$ cat src/design/jpd_pkg.sv
// Shared types and constants for the jump phase detector.
// No dependencies; imported by every module of the block.
package jpd_pkg;

   localparam int NOW_W      = 32;
   localparam int ALT_W      = 17;
   localparam int RATE_W     = 21;
   localparam int HOLD_W     = 33;
   localparam int CSR_IDX_W  = 3;
   localparam int CSR_DATA_W = 24;
   localparam int DIVIDEND_W = 33;
   localparam int DIVISOR_W  = 32;
   localparam int DIV_CNT_W  = $clog2(DIVIDEND_W + 1);

   localparam logic [15:0] MS_PER_MIN = 16'd60000;

   localparam logic signed [RATE_W-1:0] RATE_MAX = 21'sd1048575;
   localparam logic signed [RATE_W-1:0] RATE_MIN = -21'sd1048576;

   // register indexes on the configuration port
   localparam logic [CSR_IDX_W-1:0] CSR_CLIMB_THRESHOLD = 3'd0;
   localparam logic [CSR_IDX_W-1:0] CSR_JUMP_THRESHOLD  = 3'd1;
   localparam logic [CSR_IDX_W-1:0] CSR_LANDED_BAND     = 3'd2;
   localparam logic [CSR_IDX_W-1:0] CSR_LANDED_HOLD     = 3'd3;
   localparam logic [CSR_IDX_W-1:0] CSR_RATE_PERIOD     = 3'd4;

   // phase codes as seen on the result channel
   localparam logic [1:0] PHASE_WAIT    = 2'd0;
   localparam logic [1:0] PHASE_FLIGHT  = 2'd1;
   localparam logic [1:0] PHASE_JUMPING = 2'd2;
   localparam logic [1:0] PHASE_LANDED  = 2'd3;

   // sequencer strobes into the phase unit
   typedef struct packed {
      logic hold_step;
      logic phase_step;
   } phase_ctrl_type;

   // divider status back to the sequencer
   typedef struct packed {
      logic busy;
      logic done;
   } div_status_type;

endpackage

$ cat src/design/jpd_divider.sv
// Iterative restoring divider, one quotient bit per cycle.
// Depends on jpd_pkg for widths and the status struct.
module jpd_divider (
   input  logic                             clock,
   input  logic                             reset,
   input  logic                             start,
   input  logic [jpd_pkg::DIVIDEND_W-1:0]   dividend,
   input  logic [jpd_pkg::DIVISOR_W-1:0]    divisor,
   output logic [jpd_pkg::DIVIDEND_W-1:0]   quotient,
   output jpd_pkg::div_status_type          status
);
   import jpd_pkg::*;

   logic [DIVISOR_W-1:0]  rem_ff, rem_in;
   logic [DIVIDEND_W-1:0] quo_ff, quo_in;
   logic [DIVISOR_W-1:0]  divisor_ff, divisor_in;
   logic [DIV_CNT_W-1:0]  count_ff, count_in;
   logic                  busy_ff, busy_in;
   logic                  done_ff, done_in;
   logic [DIVISOR_W:0]    trial;
   logic [DIVISOR_W:0]    diff;
   logic                  fits;

   assign trial = {rem_ff, quo_ff[DIVIDEND_W-1]};
   assign diff  = trial - {1'b0, divisor_ff};
   assign fits  = ~diff[DIVISOR_W];

   always_comb begin
      rem_in     = rem_ff;
      quo_in     = quo_ff;
      divisor_in = divisor_ff;
      count_in   = count_ff;
      busy_in    = busy_ff;
      done_in    = 1'b0;
      if (start) begin
         rem_in     = '0;
         quo_in     = dividend;
         divisor_in = divisor;
         count_in   = DIV_CNT_W'(DIVIDEND_W);
         busy_in    = 1'b1;
      end else if (busy_ff) begin
         rem_in   = fits ? diff[DIVISOR_W-1:0] : trial[DIVISOR_W-1:0];
         quo_in   = {quo_ff[DIVIDEND_W-2:0], fits};
         count_in = count_ff - 1'b1;
         if (count_ff == DIV_CNT_W'(1)) begin
            busy_in = 1'b0;
            done_in = 1'b1;
         end
      end
   end

   always_ff @(posedge clock) begin
      if (reset) begin
         busy_ff  <= 1'b0;
         done_ff  <= 1'b0;
         count_ff <= '0;
      end else begin
         busy_ff  <= busy_in;
         done_ff  <= done_in;
         count_ff <= count_in;
      end
      rem_ff     <= rem_in;
      quo_ff     <= quo_in;
      divisor_ff <= divisor_in;
   end

   assign quotient    = quo_ff;
   assign status.busy = busy_ff;
   assign status.done = done_ff;

   a_start_idle: assert property (@(posedge clock) disable iff (reset)
      start |-> !busy_ff)
      else $error("divider started while busy");
   a_rem_bound: assert property (@(posedge clock) disable iff (reset)
      busy_ff |-> rem_ff < divisor_ff)
      else $error("partial remainder not below divisor");
   a_done_after_busy: assert property (@(posedge clock) disable iff (reset)
      done_ff |-> $past(busy_ff))
      else $error("divider done without a running division");

endmodule

$ cat src/design/jpd_phase.sv
// Phase state machine with the landed hold timer.
// Depends on jpd_pkg; stepped by the sequencer in the top level.
module jpd_phase (
   input  logic                                 clock,
   input  logic                                 reset,
   input  jpd_pkg::phase_ctrl_type              ctrl,
   input  logic [jpd_pkg::NOW_W-1:0]            now_ms,
   input  logic signed [jpd_pkg::RATE_W-1:0]    climb_rate,
   input  logic [15:0]                          climb_threshold_fpm,
   input  logic signed [16:0]                   jump_threshold_fpm,
   input  logic [15:0]                          landed_band_fpm,
   input  logic [23:0]                          landed_hold_ms,
   output logic [1:0]                           phase,
   output logic                                 phase_changed
);
   import jpd_pkg::*;

   typedef enum logic [3:0] {
      PH_WAIT    = 4'b0001,
      PH_FLIGHT  = 4'b0010,
      PH_JUMPING = 4'b0100,
      PH_LANDED  = 4'b1000
   } phase_state_type;

   phase_state_type          phase_ff, phase_in;
   logic                     changed_ff, changed_in;
   logic [NOW_W-1:0]         last_loop_ff, last_loop_in;
   logic signed [HOLD_W-1:0] hold_ff, hold_in;
   logic                     active_ff, active_in;

   logic [NOW_W-1:0]         delta;
   logic [HOLD_W:0]          hold_diff;
   logic signed [RATE_W:0]   rate_x;
   logic signed [RATE_W:0]   mag_x;
   logic signed [RATE_W:0]   climb_x;
   logic signed [RATE_W:0]   jump_x;
   logic signed [RATE_W:0]   band_x;
   logic                     hold_expired;

   assign delta     = now_ms - last_loop_ff;
   assign hold_diff = {hold_ff[HOLD_W-1], hold_ff} - {2'b00, delta};
   assign rate_x    = {climb_rate[RATE_W-1], climb_rate};
   assign mag_x     = rate_x[RATE_W] ? -rate_x : rate_x;
   assign climb_x   = {6'b0, climb_threshold_fpm};
   assign jump_x    = {{5{jump_threshold_fpm[16]}}, jump_threshold_fpm};
   assign band_x    = {6'b0, landed_band_fpm};
   assign hold_expired = active_ff && (hold_ff[HOLD_W-1] || hold_ff == '0);

   always_comb begin
      phase_in     = phase_ff;
      changed_in   = changed_ff;
      last_loop_in = last_loop_ff;
      hold_in      = hold_ff;
      active_in    = active_ff;
      if (ctrl.hold_step && delta != '0) begin
         last_loop_in = now_ms;
         if (active_ff) begin
            // clamp at the most negative hold value
            if (hold_diff[HOLD_W:HOLD_W-1] == 2'b10) begin
               hold_in = {1'b1, {(HOLD_W-1){1'b0}}};
            end else begin
               hold_in = hold_diff[HOLD_W-1:0];
            end
         end
      end
      if (ctrl.phase_step) begin
         unique case (phase_ff)
            PH_WAIT: begin
               if (rate_x > climb_x) phase_in = PH_FLIGHT;
            end
            PH_FLIGHT: begin
               if (rate_x <= jump_x) phase_in = PH_JUMPING;
            end
            PH_JUMPING: begin
               if (mag_x <= band_x) begin
                  phase_in  = PH_LANDED;
                  hold_in   = {9'b0, landed_hold_ms};
                  active_in = 1'b1;
               end
            end
            PH_LANDED: begin
               priority if (rate_x <= jump_x) begin
                  phase_in  = PH_JUMPING;
                  active_in = 1'b0;
               end else if (mag_x >= climb_x) begin
                  phase_in  = PH_FLIGHT;
                  active_in = 1'b0;
               end else if (hold_expired) begin
                  phase_in  = PH_WAIT;
                  active_in = 1'b0;
               end
            end
            default: phase_in = PH_WAIT;
         endcase
         changed_in = (phase_in != phase_ff);
      end
   end

   always_ff @(posedge clock) begin
      if (reset) begin
         phase_ff     <= PH_WAIT;
         changed_ff   <= 1'b0;
         last_loop_ff <= '0;
         hold_ff      <= '0;
         active_ff    <= 1'b0;
      end else begin
         phase_ff     <= phase_in;
         changed_ff   <= changed_in;
         last_loop_ff <= last_loop_in;
         hold_ff      <= hold_in;
         active_ff    <= active_in;
      end
   end

   always_comb begin
      unique case (phase_ff)
         PH_WAIT:    phase = PHASE_WAIT;
         PH_FLIGHT:  phase = PHASE_FLIGHT;
         PH_JUMPING: phase = PHASE_JUMPING;
         PH_LANDED:  phase = PHASE_LANDED;
         default:    phase = PHASE_WAIT;
      endcase
   end

   assign phase_changed = changed_ff;

   a_hold_in_landed: assert property (@(posedge clock) disable iff (reset)
      active_ff |-> phase_ff == PH_LANDED)
      else $error("hold timer running outside landed phase");
   a_steps_apart: assert property (@(posedge clock) disable iff (reset)
      !(ctrl.hold_step && ctrl.phase_step))
      else $error("hold and phase steps in the same cycle");
   a_phase_moves_on_step: assert property (@(posedge clock) disable iff (reset)
      !$stable(phase_ff) && $past(!reset) |-> $past(ctrl.phase_step))
      else $error("phase changed without a phase step");

endmodule

$ cat src/design/jump_phase_detector.sv
// Jump phase detector top level: sequencer, rate registers, output stage.
// Depends on jpd_pkg, jpd_phase and jpd_divider.
//
// Usage: one transfer on the req_ channel is one loop pass (time in ms and
// altitude in feet). Each pass yields exactly one transfer on the rsp_
// channel with the phase, a phase-change flag, the climb rate and a flag
// for a rate update. The block takes one pass at a time; req_stall is low
// only while the sequencer is idle.
// Each pass runs the hold, phase and done steps; one that divides for a new
// rate also runs the multiply step and the serial divider (one quotient bit
// per cycle over 33 bits). A new pass can be taken on the cycle after the result is
// loaded into the output register, while that result still waits.
// If rsp_stall is held, the result stays in the output register and the
// following pass finishes and waits in its last step until that register
// is free. Reset (synchronous, active high) clears the phase to wait, the
// rate to zero, the timers, and loads the register defaults. csr_ writes
// are always ready and are meant to be made only while the block is idle.
module jump_phase_detector (
   input  logic                                clock,
   input  logic                                reset,
   input  logic                                req_valid,
   output logic                                req_stall,
   input  logic [31:0]                         req_now_ms,
   input  logic signed [16:0]                  req_altitude_ft,
   output logic                                rsp_valid,
   input  logic                                rsp_stall,
   output logic [1:0]                          rsp_phase,
   output logic                                rsp_phase_changed,
   output logic signed [20:0]                  rsp_climb_rate_fpm,
   output logic                                rsp_rate_updated,
   input  logic                                csr_valid,
   output logic                                csr_ready,
   input  logic [jpd_pkg::CSR_IDX_W-1:0]       csr_index,
   input  logic [jpd_pkg::CSR_DATA_W-1:0]      csr_wdata
);
   import jpd_pkg::*;

   typedef enum logic [6:0] {
      ST_IDLE   = 7'b0000001,
      ST_HOLD   = 7'b0000010,
      ST_PHASE  = 7'b0000100,
      ST_MUL    = 7'b0001000,
      ST_DSTART = 7'b0010000,
      ST_DIV    = 7'b0100000,
      ST_DONE   = 7'b1000000
   } seq_state_type;

   seq_state_type state_ff, state_in;

   // configuration
   logic [15:0]        climb_thr_ff;
   logic signed [16:0] jump_thr_ff;
   logic [15:0]        band_ff;
   logic [23:0]        hold_ms_ff;
   logic [15:0]        period_ff;

   // per pass working registers
   logic [NOW_W-1:0]          now_ff, now_in;
   logic signed [ALT_W-1:0]   alt_ff, alt_in;
   logic [NOW_W-1:0]          interval_ff, interval_in;
   logic signed [ALT_W:0]     diff_ff, diff_in;
   logic [DIVIDEND_W-1:0]     prod_ff, prod_in;
   logic                      neg_ff, neg_in;
   logic                      updated_ff, updated_in;

   // architectural rate state
   logic signed [RATE_W-1:0]  climb_rate_ff, climb_rate_in;
   logic signed [ALT_W-1:0]   prev_alt_ff, prev_alt_in;
   logic [NOW_W-1:0]          last_rate_ff, last_rate_in;
   logic                      first_sample_ff, first_sample_in;

   // output stage
   logic                      rsp_valid_ff, rsp_valid_in;
   logic [1:0]                rsp_phase_ff, rsp_phase_in;
   logic                      rsp_changed_ff, rsp_changed_in;
   logic signed [RATE_W-1:0]  rsp_rate_ff, rsp_rate_in;
   logic                      rsp_updated_ff, rsp_updated_in;

   phase_ctrl_type            phase_ctrl;
   logic [1:0]                cur_phase;
   logic                      cur_changed;
   div_status_type            div_stat;
   logic [DIVIDEND_W-1:0]     quotient;
   logic                      div_start;
   logic                      take_req;
   logic                      out_free;
   logic                      rate_due;
   logic [ALT_W-1:0]          diff_mag;
   logic [DIVIDEND_W-1:0]     product;
   logic signed [RATE_W-1:0]  sat_rate;

   assign take_req  = req_valid && (state_ff == ST_IDLE);
   assign req_stall = (state_ff != ST_IDLE);
   assign out_free  = !rsp_valid_ff || !rsp_stall;
   assign csr_ready = 1'b1;
   assign div_start = (state_ff == ST_DSTART);

   assign phase_ctrl.hold_step  = (state_ff == ST_HOLD);
   assign phase_ctrl.phase_step = (state_ff == ST_PHASE);

   assign rate_due = $signed({interval_ff[NOW_W-1], interval_ff})
                     > $signed({17'b0, period_ff});
   assign diff_mag = diff_ff[ALT_W] ? ALT_W'(-diff_ff) : diff_ff[ALT_W-1:0];
   assign product  = DIVIDEND_W'(diff_mag) * DIVIDEND_W'(MS_PER_MIN);

   // truncated quotient magnitude, signed and clamped
   always_comb begin
      if (neg_ff) begin
         if (quotient > DIVIDEND_W'(1048576)) begin
            sat_rate = RATE_MIN;
         end else begin
            sat_rate = RATE_W'(-quotient);
         end
      end else begin
         if (quotient > DIVIDEND_W'(1048575)) begin
            sat_rate = RATE_MAX;
         end else begin
            sat_rate = quotient[RATE_W-1:0];
         end
      end
   end

   always_comb begin
      state_in        = state_ff;
      now_in          = now_ff;
      alt_in          = alt_ff;
      interval_in     = interval_ff;
      diff_in         = diff_ff;
      prod_in         = prod_ff;
      neg_in          = neg_ff;
      updated_in      = updated_ff;
      climb_rate_in   = climb_rate_ff;
      prev_alt_in     = prev_alt_ff;
      last_rate_in    = last_rate_ff;
      first_sample_in = first_sample_ff;
      rsp_valid_in    = rsp_valid_ff && rsp_stall;
      rsp_phase_in    = rsp_phase_ff;
      rsp_changed_in  = rsp_changed_ff;
      rsp_rate_in     = rsp_rate_ff;
      rsp_updated_in  = rsp_updated_ff;
      unique case (state_ff)
         ST_IDLE: begin
            if (take_req) begin
               now_in   = req_now_ms;
               alt_in   = req_altitude_ft;
               state_in = ST_HOLD;
            end
         end
         ST_HOLD: begin
            interval_in = now_ff - last_rate_ff;
            diff_in     = {alt_ff[ALT_W-1], alt_ff} - {prev_alt_ff[ALT_W-1], prev_alt_ff};
            state_in    = ST_PHASE;
         end
         ST_PHASE: begin
            updated_in = rate_due;
            neg_in     = diff_ff[ALT_W];
            if (!rate_due) begin
               state_in = ST_DONE;
            end else begin
               prev_alt_in  = alt_ff;
               last_rate_in = now_ff;
               if (first_sample_ff) begin
                  first_sample_in = 1'b0;
                  climb_rate_in   = '0;
                  state_in        = ST_DONE;
               end else begin
                  state_in = ST_MUL;
               end
            end
         end
         ST_MUL: begin
            prod_in  = product;
            state_in = ST_DSTART;
         end
         ST_DSTART: begin
            state_in = ST_DIV;
         end
         ST_DIV: begin
            if (div_stat.done) begin
               climb_rate_in = sat_rate;
               state_in      = ST_DONE;
            end
         end
         ST_DONE: begin
            if (out_free) begin
               rsp_valid_in   = 1'b1;
               rsp_phase_in   = cur_phase;
               rsp_changed_in = cur_changed;
               rsp_rate_in    = climb_rate_ff;
               rsp_updated_in = updated_ff;
               state_in       = ST_IDLE;
            end
         end
         default: state_in = ST_IDLE;
      endcase
   end

   always_ff @(posedge clock) begin
      if (reset) begin
         state_ff        <= ST_IDLE;
         climb_rate_ff   <= '0;
         prev_alt_ff     <= '0;
         last_rate_ff    <= '0;
         first_sample_ff <= 1'b1;
         rsp_valid_ff    <= 1'b0;
      end else begin
         state_ff        <= state_in;
         climb_rate_ff   <= climb_rate_in;
         prev_alt_ff     <= prev_alt_in;
         last_rate_ff    <= last_rate_in;
         first_sample_ff <= first_sample_in;
         rsp_valid_ff    <= rsp_valid_in;
      end
      now_ff         <= now_in;
      alt_ff         <= alt_in;
      interval_ff    <= interval_in;
      diff_ff        <= diff_in;
      prod_ff        <= prod_in;
      neg_ff         <= neg_in;
      updated_ff     <= updated_in;
      rsp_phase_ff   <= rsp_phase_in;
      rsp_changed_ff <= rsp_changed_in;
      rsp_rate_ff    <= rsp_rate_in;
      rsp_updated_ff <= rsp_updated_in;
   end

   always_ff @(posedge clock) begin
      if (reset) begin
         climb_thr_ff <= 16'd300;
         jump_thr_ff  <= -17'sd5000;
         band_ff      <= 16'd100;
         hold_ms_ff   <= 24'd60000;
         period_ff    <= 16'd10000;
      end else if (csr_valid && csr_ready) begin
         unique case (csr_index)
            CSR_CLIMB_THRESHOLD: climb_thr_ff <= csr_wdata[15:0];
            CSR_JUMP_THRESHOLD:  jump_thr_ff  <= csr_wdata[16:0];
            CSR_LANDED_BAND:     band_ff      <= csr_wdata[15:0];
            CSR_LANDED_HOLD:     hold_ms_ff   <= csr_wdata[23:0];
            CSR_RATE_PERIOD:     period_ff    <= csr_wdata[15:0];
            default: ;
         endcase
      end
   end

   jpd_phase u_phase (
      .clock               (clock),
      .reset               (reset),
      .ctrl                (phase_ctrl),
      .now_ms              (now_ff),
      .climb_rate          (climb_rate_ff),
      .climb_threshold_fpm (climb_thr_ff),
      .jump_threshold_fpm  (jump_thr_ff),
      .landed_band_fpm     (band_ff),
      .landed_hold_ms      (hold_ms_ff),
      .phase               (cur_phase),
      .phase_changed       (cur_changed)
   );

   jpd_divider u_divider (
      .clock    (clock),
      .reset    (reset),
      .start    (div_start),
      .dividend (prod_ff),
      .divisor  (interval_ff),
      .quotient (quotient),
      .status   (div_stat)
   );

   assign rsp_valid          = rsp_valid_ff;
   assign rsp_phase          = rsp_phase_ff;
   assign rsp_phase_changed  = rsp_changed_ff;
   assign rsp_climb_rate_fpm = rsp_rate_ff;
   assign rsp_rate_updated   = rsp_updated_ff;

   a_div_done_in_div: assert property (@(posedge clock) disable iff (reset)
      (div_stat.done || div_stat.busy) |-> state_ff == ST_DIV)
      else $error("divider active outside the divide step");
   a_rate_write: assert property (@(posedge clock) disable iff (reset)
      !$stable(climb_rate_ff) && $past(!reset)
      |-> $past(state_ff == ST_PHASE) || $past(state_ff == ST_DIV))
      else $error("climb rate changed outside its update steps");
   a_first_sample: assert property (@(posedge clock) disable iff (reset)
      $fell(first_sample_ff) |-> $past(state_ff == ST_PHASE))
      else $error("first sample flag cleared outside the phase step");

endmodule

$ cat config.mk
export PLATFORM = sky130hd
export DESIGN_NAME = jump_phase_detector
export DESIGN_NICKNAME = d
export VERILOG_FILES = /design/src/design/jpd_pkg.sv /design/src/design/jpd_divider.sv /design/src/design/jpd_phase.sv /design/src/design/jump_phase_detector.sv
export SDC_FILE = /design/constraint.sdc
export NUM_CORES = 1
export LEC_CHECK = 0
export ABC_AREA = 1
export CAP_MARGIN = 15
export CORE_AREA = 8 8 338 340
export CTS_BUF_LIST = sky130_fd_sc_hd__clkbuf_16
export DETAILED_ROUTE_END_ITERATION = 7
export DIE_AREA = 0 0 346 348
export DONT_BUFFER_PORTS = 1
export PLACE_DENSITY = 0.48
export SYNTH_ARGS = -nofsm -noshare
export SYNTH_HDL_FRONTEND = slang
export SYNTH_HIERARCHICAL = 1
export SYNTH_SLANG_ARGS = --single-unit
$ cat constraint.sdc
create_clock -name clock -period 5.3 [get_ports clock]
set_input_delay 0.795 -clock clock [delete_from_list [all_inputs] [get_ports clock]]
set_output_delay 0.795 -clock clock [all_outputs]
set_load 0.005 [all_outputs]
==> qor.yml <==
clocking:
  cts_tree: "yes"
  clk_path_buf_depth: 3
  cts-root-buf: "clkbuf_16"
  cts-hold-fix-buffers: 0
  clock_latency_ns: 0.67
  clk_pin_slew_worst_paths_ns: 0.06
  cts_sinks: 498
  numCtsBuffers: 59
  h-tree-depth: 2
timing:
  slew_viol_final: 0
  fmax_mhz: 189
  relSlewSlack: 0.286
  skew_ns: 0.0212
  period_share: 1.00
  final-hold-violation-count: 0
  post-route-min-period_ns: 5.30
  whs_ns: 0.222
  rsz0062_at_grt: "yes"
  worst_slack_ns: -0.00269
  worstMarginPinSlew_ns: 1.07
  setup_viol: 1
critical_path:
  crit_end: "prod_ff[32]$_DFFE_PP_"
  endpoint_kind: "register"
  start_kind: "register"
  worstSetupPathDepth: 24
  path_buf_inv: 5
  r2r-end: "prod_ff[32]$_DFFE_PP_"
  slowest_stage: "fa_2"
  crit_start: "diff_ff[1]$_DFFE_PP_"
  crit_chain: "inv_2 -> ha_4 -> nand3_4 -> nor3_4 -> or2_1 -> xor2_2 -> buf_6 -> inv_4 -> fa_1 -> fa_2 -> fa_2 -> fa_2 -> inv_2 -> fa_1 -> ha_4 -> nand2_4 -> nor2_4 -> inv_2 -> nor3_4 -> nand3_1 -> nand3_2 -> nand2_1 -> nand2_1 -> xor2_1"
  cpLargestDelayFamily: "adder cells"
  reg2reg_depth: 24
  crit_required_ns: 5.70
  ff2ff_setup_slack_ns: -0.003
  slowest_delay_ns: 0.55
  path_class: "reg2reg"
  worstPathMaxFanout: 4
  reg2reg_from: "diff_ff[1]$_DFFE_PP_"
  cp_data_arrival_time_ns: 5.70
cells_and_area:
  multi_input_area_um2: 20700
  layout-drive-gt1-share: 0.108
  postLayoutCellArea_um2: 40500
  fin_nets: 5355
  syn_to_final_growth_pct: 13.5
  layout_common_cells: "1,124 x nand2_1, 765 x inv_1, 474 x nor2_1"
  final_common_cell: "nand2_1"
  fin_cells: 6379
  n_fill_cell: 11646
  seqCellArea_um2: 12200
  final_core_util: 0.370
status:
  violations: "negative setup slack"
  status: "finished, violations left"
place:
  place_area_um2: 37900
  gp_congestion: 0.849
  port_buffers: 0
  dp_worst_setup_slack_ns: -0.167
  placed_cells_incl_taps: 6255
  dp_hpwl_mm: 79.2
grt:
  grt_pass1_vias: 28956
  antenna_found_initial: 7
  grt_usage: 0.162
  grt_max_degree: 71
  overflow: 0
  grt_first_pass_wirelength_mm: 160
drt:
  drc: 0
  ant_nets: 0
  vias_per_cell: 4.66
  drt_iter0_drc: 1500
  first_pass_iters: 7
  detail_route.wl_per_cell_um: 15.7
  num_vias: 29714
  wirelength_mm: 100
power_and_ir_drop:
  p_comb_frac: 0.385
  switching_share: 0.345
  clock_power_share: 0.293
  p_sw_mw: 4.62
  cellPowerDensity_nw_per_um2: 331
  intPower_mw: 8.77
  p_leak_nw: 18.6
  seq_power_share: 0.322
  worst_ir_drop_vdd_uv: 280
job:
  maxCapViolations: 0
floorplan:
  ios: 109
  die_h_um: 348
  core_um2: 109000
  die_width_um: 346
  dieArea_um2: 120000
  std_cell_rows: 122
  start_util: 0.326
synthesis:
  syn_inst: 4816
  syn_area_um2: 35600
  synth.avg_cell_area_um2: 7.40
  synth_warnings: 6
worst_hold_path:
  hold_path_class: "in2reg"
==> final cells by class <==
cell class,count,area share
clock buffers,59,0.0365
well taps,1426,0.0441
repair buffers,125,0.0243
multi-input cells,3411,0.510
clock inverters,53,0.00897
diodes,2,0.000124
flip-flops and latches,498,0.301
inverters,805,0.0749
==> layer usage <==
metal | up-vias | wire, µm | track usage
li1 | 15681 | - | -
met1 | 13415 | 48400 | 0.217
met2 | 444 | 45000 | 0.268
met3 | 166 | 3690 | 0.0239
met4 | 8 | 3170 | 0.0547
met5 | - | 57 | 0
==> power by group through the flow <==
stage	Combinational (mW)	Sequential, mW	Clock, mW
final	5.16	4.31	3.93
after global routing	5.76	4.32	4.23
after floorplan	2.70	4.36	0
after global placement	4.17	4.39	0
after detailed placement	4.15	4.39	0
after CTS	4.54	4.31	4.11
==> worst reg2reg max path, delay by kind of cell (launching register included) <==
family / cells / cell delay, ns
DFF: 1 / 0.41
buffers and inverters: 5 / 0.37
xor gates and xnor gates: 2 / 0.24
and+or+nand+nor: 10 / 1.08
adders and majority gates: 7 / 2.93
==> how the worst min path moves through the flow <==
| stage | start | endpoint | slack (ns) | cells after the start |
|---|---|---|---|---|
| floorplan | updated_ff$_DFFE_PP_ | rsp_rate_updated$_DFFE_PP_ | 0.40 | 0 |
| global placement | u_phase/phase_changed$_SDFFE_PP0P_ | rsp_phase_changed$_DFFE_PP_ | 0.42 | 0 |
| detailed placement | u_phase/phase_changed$_SDFFE_PP0P_ | rsp_phase_changed$_DFFE_PP_ | 0.43 | 0 |
| CTS | reset | climb_rate_ff[11]$_SDFFE_PP0P_ | 0.16 | 1 |
| global route | req_now_ms[0] | now_ff[0]$_DFFE_PP_ | 0.17 | 0 |
| finish | req_now_ms[0] | now_ff[0]$_DFFE_PP_ | 0.22 | 0 |
==> flip-flops by register name (all words and copies together), names as in the netlist, 18 cells and up <==
register / cells
prod_ff: 28
u_phase/last_loop_ff: 32
now_ff: 32
interval_ff: 32
u_phase/hold_ff: 33
last_rate_ff: 32
u_divider/quotient: 33
diff_ff: 18
climb_rate_ff: 21
u_divider/divisor_ff: 32
hold_ms_ff: 24
u_divider/rem_ff: 32
rsp_climb_rate_fpm: 21
==> repair_timing <==
item                                    in CTS  in global routing
resized for setup                           47                 89
setup buffers                                3                  7
pin swaps                                   14                 29
endpoints found under the setup margin      12                 16
==> through the flow <==
stage / power (mW) / TNS [ns]
global route: 14.3 / -2.54
CTS: 13.0 / -0.126
finish: 13.4 / -0.00269
global placement: 8.56 / -1.12
floorplan: 7.06 / -0.00743
detailed placement: 8.54 / -1.49
Power figures use the tool's default switching activity.
